===== config.mk =====
export PLATFORM = sky130hd
export DESIGN_NAME = svet_ram
export DESIGN_NICKNAME = d
export VERILOG_FILES = /design/src/hw/rtl/svet_ram.sv
export SDC_FILE = /design/constraint.sdc
export NUM_CORES = 1
export LEC_CHECK = 0
export BUFFER_PORTS_ARGS = -buffer_cell sky130_fd_sc_hd__buf_2
export CORE_MARGIN = 2
export CORE_UTILIZATION = 55
export CTS_CLUSTER_SIZE = 14
export DETAILED_ROUTE_END_ITERATION = 8
export HOLD_SLACK_MARGIN = 0.12
export PLACE_DENSITY = 0.73
export SLEW_MARGIN = 20
export SYNTH_ARGS = -nofsm -noshare
export SYNTH_HDL_FRONTEND = slang
export SYNTH_SLANG_ARGS = --single-unit

===== constraint.sdc =====
create_clock -name clk -period 3.5 [get_ports clk]
set_clock_uncertainty 0.2 [all_clocks]
set_input_delay 0.35 -clock clk [delete_from_list [all_inputs] [get_ports clk]]
set_output_delay 0.35 -clock clk [all_outputs]
set_load 0.02 [all_outputs]

===== src/hw/rtl/svet_ram.sv =====
// ============================================================================
// svet_ram - generic single-port-write, single-read RAM
// One write port, one read port, registered read data.
// ============================================================================
`default_nettype none
module svet_ram #(
    parameter int Width = 8,
    parameter int Depth = 16
) (
    input  wire logic                     clk,
    input  wire logic                     wr_en,
    input  wire logic [$clog2(Depth)-1:0] wr_addr,
    input  wire logic [Width-1:0]         wr_data,
    input  wire logic [$clog2(Depth)-1:0] rd_addr,
    output logic      [Width-1:0]         rd_data
);
    logic [Width-1:0] mem [Depth];

    always_ff @(posedge clk)
    begin
        if (wr_en)
        begin
            mem[wr_addr] <= wr_data;
        end
        rd_data <= mem[rd_addr];
    end
endmodule
`default_nettype wire


# Word level (Yosys, flattened, before mapping)
# Memories as Yosys holds them, arrays and structs flattened. A register that Yosys moved wholly into a read port is not among the register bits.
# Cells that the tools add are included.
# W data, S select, Z words.
[word_totals] ff_bits=0 latch_bits=0 ram_bits=128 rom_bits=0 input_bits=18 output_inout_bits=8 wordCells=3 n_memories=1
[op_classes] n_addsub=0 mul=0 n_div=0 order_cmp=0 eq_ne=0 n_shift=0 mux=2 n_bitwise=0 n_reduce_logical=0
[mem_list] name="mem" words=16 width=8 read_ports=1 rd_clocked_by_memory_dff=1 wr=1 line_no="17" rtl="logic [Width-1:0] mem [Depth];"
[op_table] operator="$mux W1" count=2

# Depth between registers and ports, before layout
[depth] ltp_word=2 depth_mapped=5 mapped_depth_nobuf=3

# Worst setup path after synthesis
# OpenSTA, ideal clock, no wires.
[synth_path] path_kind="input-to-reg" startpoint="input wr_addr[2]" endpoint="memory mem[0][0], enable pin" setup_ns=0.383 arrival_time_ns=1.460 required_time_ns=2.917 setup_slack_ns=1.457 stages=2 path_buffers=0 path_cell_list="or3b_2 -> nor3_1"
[synth_rtl] element="start: declaration" line_no="12" rtl="input wire logic [$clog2(Depth)-1:0] wr_addr,"
[synth_rtl] element="end: declaration" line_no="17"
# No word-level cell before the write port.

==> qor.yml <==
outcome: "completed"
diodes: 0
grt_use_total: 0.208
cellLeakagePower_nw: 2.04
setup_tns_ps: 0
hp-class: "primary input to register"
syn_area_sq_um: 5150
timing.final.ws_setup_ps: 1550
cts_setup_buffers: 0
yosys_warnings: 0
max_freq_mhz: 512
die_y_um: 101
switching_power_mw: 0.745
wl_um: 9430
via_per_inst: 6.10
grt_pass1_vias: 2479
period_share: 0.558
slew_violations: 0
place_congestion: 0.801
die_w_um: 101
layout.nets: 295
p_clk_frac: 0.469
cp_max_fo: 24
synth_top_area_share: 0.747
vias: 2447
die-area_sq_um: 10100
placedCellCount: 361
p_sw_frac: 0.197
cap_viol_max_count: 0
cts.clk_slew.worst_paths_ps: 60
setup_viol: 0
antenna_found_initial: 0
cp_cell_sequence: "buf_2 > buf_4 > mux4_2 > a22oi_1 > nand2_1"
ys_seq_area_frac: 0.778
cts_max_level: 4
ir_drop_mv: 0.419
worst_pin_slew_ps: 950
ctsHoldBuffers: 8
crit_required_ps: 3700
synth_nets: 247
slowest_stage: "buf_2"
startpoint_type: "primary input"
overflow: 0
drt-wirelength-per-cell_um: 23.5
rsz0062_at_grt: "no"
drc_errors: 0
cts_tree: "done"
post_synth.cell_area_avg_sq_um: 22.5
cts_made_buffers: 17
drtIter0Drc: 203
insertion_delay_ps: 520
drive_gt1_frac: 0.266
critPathMaxStageDelay_ps: 620
p_int_mw: 3.04
drt.antenna.violating_nets: 0
grt_max_degree: 33
ys_types: 19
grt_pass1_wl_um: 14400
path_class: "primary input to register"
finalCriticalPeriod_ps: 1950
port_buffers: 25
final_cell_count_no_fill: 401
io_pins: 26
syn_to_final_growth_pct: 17.5
p_comb_frac: 0.047
relSlewSlack: 0.364
initial_core_util: 0.562
cts_root_buf: "clkbuf_8"
hold_viol: 0
core_sq_um: 9150
detailedPlacementHpwl_um: 5800
power_density_nw_per_um2: 626
arrival_ps: 2150
synthCells: 229
clockBufferDepth: 2
dpl_worst_slack_ps: 1040
clkSinkCount: 136
row_count: 35
yosysTopAreaCell: "edfxtp_1"
synth_seq_cells: 136
cts_resized: 0
p_seq_frac: 0.484
dr.pass1.iters: 4
cp-end-kind: "register"
synth_area_leaders: "edfxtp_1 75%, mux4_2 7.9%, mux4_1 7.1%"
[cells in the mapped netlist]
cell / number
or3b_2: 1
buf_4: 1
dfxtp_1: 8
a22oi_1: 16
nand2b_1: 2
nor3_1: 4
clkdlybuf4s25_2: 3
nor2_1: 13
edfxtp_1: 128
and2_1: 1
nand3b_1: 2
nor2b_1: 1
nand3_1: 1
nand2_1: 9
buf_6: 3
and2b_1: 1
mux4_2: 18
buf_2: 3
mux4_1: 14
[per-stage QoR]
| step | cell area [sq um] | total power [mW] | utilization | hold WS (ps) |
|---|---|---|---|---|
| finish | 6050 | 3.79 | 0.661 | 211 |
| global placement | 5370 | 2.03 | 0.587 | 454 |
| global route | 6050 | 3.89 | 0.661 | 214 |
| floorplan | 5150 | 1.97 | - | 249 |
| detailed placement | 5370 | 2.04 | 0.587 | 465 |
| CTS | 6050 | 3.81 | 0.661 | 191 |
[worst max-delay path: cells and delay by family]
kind                   cells  cell delay (ps)
AO/OA/AOI/OAI              1              260
buffers and inverters      2              910
multiplexers               1              530
AND/OR/NAND/NOR            1               90
[final timing paths]
kind	start	to	slack, ps	depth (start not counted)
hold / removal	wr_addr[0]	mem[4][5]	210	3
hold reg to reg	mem[15][7]	rd_data[7]	470	3
setup reg to reg	mem[3][7]	rd_data[7]	1930	3
setup / recovery	rd_addr[0]	rd_data[5]	1550	5
[layout by cell type (no fill, tap or decap), types with 3 or more instances in the layout]
cell type / Yosys / routed
a22oi_1: 16 / 16
clkinvlp_4: 0 / 3
nor3_1: 4 / 4
nand2_1: 9 / 9
edfxtp_1: 128 / 128
nor2_1: 13 / 13
clkbuf_16: 0 / 16
mux4_2: 18 / 18
mux4_1: 14 / 14
buf_2: 3 / 25
bufinv_16: 0 / 4
buf_4: 1 / 6
dlygate4sd3_1: 0 / 8
clkinv_1: 0 / 4
dfxtp_1: 8 / 8
[per-layer routing]
metal,vias up,GRT usage,wire length [um]
met1,1259,0.277,4040
met3,12,0.0652,568
met5,-,0,0
met2,103,0.325,4670
met4,0,0.0811,148
li1,1073,-,-
[final cells by class]
cell class                      count  area (sq um)
Timing Repair Buffer               39           250
Clock inverter                     14           180
Clock buffer                       18           418
Tap cell                          111           139
Sequential cell                   136          4000
Multi-Input combinational cell     83          1060
Fill cell                         562          3100
[sequential cells by signal, indices dropped and copies added, names as in the netlist]
signal	flops
mem	128
rd_data	8
[power groups by stage]
stage	sequential, mW	combinational (mW)	clock [mW]
6_report	1.83	0.179	1.78
5_1_grt	1.83	0.193	1.87
4_1_cts	1.83	0.180	1.80
3_5_place_dp	1.87	0.171	0
3_3_place_gp	1.86	0.167	0
2_1_floorplan	1.88	0.0924	0
[kinds of logic after synthesis]
kind of cell           count (synthesis)  synth area share
flip-flops                           136             0.778
AO/OA/AOI/OAI                         16            0.0233
buffers and inverters                 10            0.0168
multiplexers                          32             0.150
AND/OR/NAND/NOR                       35            0.0318
Power figures use the tool's default switching activity.
