### config.mk
export PLATFORM = sky130hd
export DESIGN_NAME = svet_mac
export DESIGN_NICKNAME = d
export VERILOG_FILES = /design/src/hw/rtl/svet_pkg.sv /design/src/hw/rtl/svet_mac.sv
export SDC_FILE = /design/constraint.sdc
export NUM_CORES = 2
export LEC_CHECK = 0
export BUFFER_PORTS_ARGS = -buffer_cell sky130_fd_sc_hd__buf_4
export CORE_UTILIZATION = 25
export CTS_BUF_LIST = sky130_fd_sc_hd__clkbuf_4 sky130_fd_sc_hd__clkbuf_8
export CTS_CLUSTER_DIAMETER = 150
export DETAILED_ROUTE_END_ITERATION = 8
export PLACE_DENSITY = 0.44
export RECOVER_POWER = 50
export SETUP_SLACK_MARGIN = 0.4
export SLEW_MARGIN = 20
export SYNTH_ARGS = -nofsm -noshare
export SYNTH_HDL_FRONTEND = slang
export SYNTH_SLANG_ARGS = --single-unit
### constraint.sdc
create_clock -name clk -period 7.3 [get_ports clk]
set_clock_uncertainty 0.15 [all_clocks]
set_input_delay 0 -clock clk [delete_from_list [all_inputs] [get_ports clk]]
set_output_delay 0 -clock clk [all_outputs]
set_load 0.01 [all_outputs]
### src/hw/rtl/svet_pkg.sv
// ============================================================================
// svet_pkg - shared types and constants for the segment/edge intersect block
// Holds sizes, request codes and the transfer structs of both channels.
// ============================================================================
`default_nettype none
package svet_pkg;
    localparam int MaxVertices = 1024;
    localparam int MaxEdges    = 1024;
    localparam int CoordBits   = 16;
    localparam int VIdxBits    = $clog2(MaxVertices);
    localparam int EIdxBits    = $clog2(MaxEdges);
    localparam int CntBits     = EIdxBits + 1;
    localparam int DiffBits    = CoordBits + 1;
    localparam int ProdBits    = 2 * DiffBits;
    localparam int DetBits     = ProdBits + 1;

    typedef enum logic [1:0] {
        REQ_WRITE_VERTEX = 2'd0,
        REQ_APPEND_EDGE  = 2'd1,
        REQ_CLEAR_EDGES  = 2'd2,
        REQ_QUERY        = 2'd3
    } req_type_t;

    typedef struct packed {
        logic [1:0]                  req_type;
        logic [9:0]                  vertex_index;
        logic signed [15:0]          vertex_x;
        logic signed [15:0]          vertex_z;
        logic [9:0]                  edge_first;
        logic [9:0]                  edge_second;
        logic signed [15:0]          query_start_x;
        logic signed [15:0]          query_start_z;
        logic signed [15:0]          query_end_x;
        logic signed [15:0]          query_end_z;
    } in_item_t;

    typedef struct packed {
        logic        status;
        logic        hit;
        logic [10:0] edges_held;
    } out_item_t;

    // operands handed to the shared multiply-subtract unit
    typedef struct packed {
        logic signed [DiffBits-1:0] a;
        logic signed [DiffBits-1:0] b;
        logic signed [DiffBits-1:0] c;
        logic signed [DiffBits-1:0] d;
    } mac_op_t;
endpackage
`default_nettype wire

### src/hw/rtl/svet_mac.sv
// ============================================================================
// svet_mac - shared cross-product unit
// Computes a*b - c*d: products registered, then subtract.
// ============================================================================
`default_nettype none
module svet_mac (
    input  wire logic                                 clk,
    input  wire svet_pkg::mac_op_t                    op,
    output logic signed [svet_pkg::DetBits-1:0]       result
);
    logic signed [svet_pkg::ProdBits-1:0] p0_reg;
    logic signed [svet_pkg::ProdBits-1:0] p1_reg;

    always_ff @(posedge clk)
    begin
        p0_reg <= op.a * op.b;
        p1_reg <= op.c * op.d;
        result <= svet_pkg::DetBits'(p0_reg) - svet_pkg::DetBits'(p1_reg);
    end
endmodule
`default_nettype wire

Word level (Yosys, flattened, before mapping)
Cells that the tools add are included.
Word-level totals
  output and inout bits: 35
  word-level logic and storage cells: 6
  bits in registers: 103
  input bits: 69
Cells by class
  $add $sub $neg: 1
  $mul: 2
Operators with widths (number)
  $mul A17 B17 Y34: 2
  $sub A34 B34 Y35: 1

Depth between registers and ports, before layout
  depth in word-level cells: 1
  gate-level depth with buffers: 25
  mapped depth without buffers: 23

Worst setup path after synthesis
Ideal clock, no wire load.
  kind: in2reg
  start: in op[8] (netlist name)
  end: reg p1_reg[32] (netlist name)
  required time: 7.078 ns
  arrival time: 5.776 ns
  setup time: 0.072 ns
  buffers on the path: 3
  cell stages on the path: 23
  path slack: 1.302 ns
  cell sequence: clkbuf_1 > clkbuf_1 > nand2_1 > fa_1 > inv_1 > fa_1 > fa_1 > fa_1 > fa_1 > inv_1 > fa_1 > inv_1 > ha_1 > clkbuf_1 > a21o_1 > a21o_1 > a2111o_1 > a21oi_1 > o32ai_1 > o41a_1 > a21o_1 > a21oi_2 > xnor2_1
Between the ends
  cells in the longest elaborated chain, start to end: 1
RTL lines
  start, declared: RTL line svet_mac.sv:8  | input wire svet_pkg::mac_op_t op,
  $mul A17 B17 Y34: RTL line svet_mac.sv:17  | p1_reg <= op.c * op.d;
  end signal, assigned: RTL line svet_mac.sv:17
  end, declared: RTL line svet_mac.sv:12  | logic signed [svet_pkg::ProdBits-1:0] p1_reg;
Every way passes these cells.

Worst setup path after layout
  start: in op[0] (netlist name)
  end: reg p1_reg[32] (netlist name)
The elaborated chain is that of the path after synthesis.

==> flow_summary.yaml <==
outcome:
  outcome: "completed"
cts:
  path_clk_slew_ns: 0.10
  clk_path_buf_depth: 2
  cts_made_buffers: 9
  postCtsSetupBuffers: 0
  cts.sinks: 103
  cts_max_level: 3
  cts_tree: "done"
  insertion_delay_ns: 0.39
  root_buffer: "clkbuf_8"
timing:
  slew_headroom_pct: 34.98
  tightest_slew_ns: 0.9650
  setup_viol: 0
  fin_crit_ns: 6.760
  period_share_pct: 92.60
  rsz0062_at_grt: "true"
  fmaxAchievable_mhz: 147.9
  slew_viol_final: 0
  setup_tns_ns: 0
  hold_viol_final: 0
floorplan:
  fp.dieH_um: 321.0
  fp.coreArea_um2: 100400
  start_util_pct: 25.34
  fp.dieArea_um2: 103100
  io-pin-count: 104
  row_count: 116
  chipWidth_um: 321.0
synth:
  seq_area_frac_synth_pct: 8.103
  yosysMostFrequentCell: "inv_1"
  synth.area.mux_share_pct: 0
  netlist_instances: 2719
  synth_flop_cell: "dfxtp_1"
  synth_xor_area_share_pct: 3.407
  yosys-top-cells-count: "inv_1, fa_1, and2_1, nand2_1, ha_1"
  syn-cell-area_um2: 25450
  synth_edf_count: 0
  synth_cell_types: 66
  synth_compound_area_share_pct: 6.230
  synth_nets: 3585
  synth_top_family_by_area: "adder cells"
  synth-adder-area-share_pct: 56.68
  synth_seq_cells: 103
  synthTopCellsByArea: "fa_1, ha_1, inv_1, dfxtp_1, and2_1"
  synthArstFlopShare_pct: 0
  synth_top_area_cell: "fa_1"
  synth_top_area_share_pct: 46.65
  ys_warn_count: 0
  avgSynthCellArea_um2: 9.359
  synthSimpleGateAreaFrac_pct: 14.54
global_routing:
  grt_pass1_vias: 19623
  grtUsageTotal_pct: 12.96
  grt_max_degree: 18
  grt_first_pass_wirelength_mm: 105.1
  antenna_found_initial: 3
  grt-ovfl-total: 0
route:
  vias_per_cell: 4.211
  wl_mm: 62.82
  drc: 0
  ant_nets: 0
  drtIter0Drc: 694
  vias: 17385
  wl_per_cell_um: 15.22
  drt_first_pass_iters: 5
worst_hold_path:
  worstHoldPathCells: 3
  hp-class: "in -> reg"
setup_path:
  r2r_slack_ns: 3.65
  critPathKind: "in -> reg"
  start_kind: "input port"
  slowest_stage: "fa_1"
  reg2reg_depth: 11
  cp.required_ns: 7.48
  cp-end-kind: "register"
  crit_path_frequent_cell: "inv_1"
  crit_fanout: 17
  worstPathArrival_ns: 6.94
  cpPeakStageDelay_ns: 0.95
  worstPathCellList: "dlygate4sd3_1 > clkbuf_1 > nand2_1 > inv_1 > ha_1 > fa_1 > inv_1 > fa_1 > inv_1 > fa_1 > inv_1 > fa_1 > inv_1 > ha_1 > a21o_1 > a21o_1 > a2111o_1 > a21oi_1 > o32ai_1 > o41a_1 > a21o_1 > a21oi_2 > xnor2_1"
placed_design:
  placed_cells: 4103
  portBuffers: 103
  gp_congestion: 0.7791
  place_hpwl_mm: 53.11
final_layout:
  drive_gt1_share_pct: 3.502
  nFillCells: 10941
  largest_reg_flops: 35
  fin_cells: 4128
  fin_nets: 3631
  area_growth_pct: 9.072
flow_run:
  maxCapViolations: 0
-- worst max-delay path: cells and delay by family --
| kind | cells | cell delay, ns |
|---|---|---|
| xor+xnor | 1 | 0.12 |
| buf+inv | 7 | 1.65 |
| fa+ha+maj | 6 | 3.17 |
| simple gates | 1 | 0.20 |
| compound gates | 8 | 1.78 |
-- cells in the final DEF, fill, tap and decap left out, types with 37 or more instances in the layout --
cell and count:
o21ai_0 37, inv_1 671, fa_1 591, buf_4 67
clkbuf_1 37, nand2_1 292, and2_1 288, nor2_1 78
xnor2_1 79, dfxtp_1 103, a21oi_1 58, a21o_1 41
ha_1 204
-- kinds of logic (layout without fill, tap and decap cells) --
| kind of cell | count (synthesis) | in the layout |
|---|---|---|
| compound gates | 232 | 232 |
| xor+xnor | 99 | 99 |
| fa+ha+maj | 797 | 797 |
| buf+inv | 748 | 799 |
| flops | 103 | 103 |
| other cells | 0 | 1 |
| simple gates | 740 | 740 |
-- metrics by stage --
stage                     hold slack (ns)  utilization (%)  setup slack (ns)  instance area, um^2
after floorplan                  -0.02829                -             1.302                25450
after global placement             0.2429            27.52            0.7231                27640
after detailed placement           0.2405            27.52            0.7338                27640
after CTS                         0.01024            27.79            0.6506                27920
after global routing              0.04309            27.63            0.1463                27760
final                             0.04360            27.63            0.5402                27760
-- routing by layer --
metal  up-vias  part of all wire (%)  track usage (%)
met2       161                    53            24.13
li1       8143                     -                -
met3        44                   2.2            1.284
met1      9037                    43            16.36
met5         -                     0                0
met4         0                   1.3            1.820
-- worst paths after layout --
kind	start	end
setup reg to reg	p1_reg[1]	result[33]
hold reg to reg	p1_reg[0]	result[0]
setup / recovery	op[0]	p1_reg[32]
hold / removal	op[17]	p1_reg[2]
-- area by class of cell --
class / instances / area [um^2] / share of cell area, %
Sequential cell: 103 / 2062 / 7.429
Clock buffer: 10 / 131.4 / 0.4733
Tap cell: 1357 / 1698 / 6.117
Antenna cell: 1 / 2.502 / 0.009016
Timing Repair Buffer: 112 / 721.9 / 2.601
Inverter: 671 / 2519 / 9.075
Clock inverter: 6 / 68.82 / 0.2479
Multi-Input combinational cell: 1868 / 20550 / 74.05
-- timing repair --
action,in CTS,in global routing
setup endpoints to repair,0,4
hold endpoints to repair,4,0
hold buffers,8,0
gates resized for setup,0,2
Power is not shown: default switching activity piles up to over one toggle a cycle in this logic, so the estimate is an artifact.
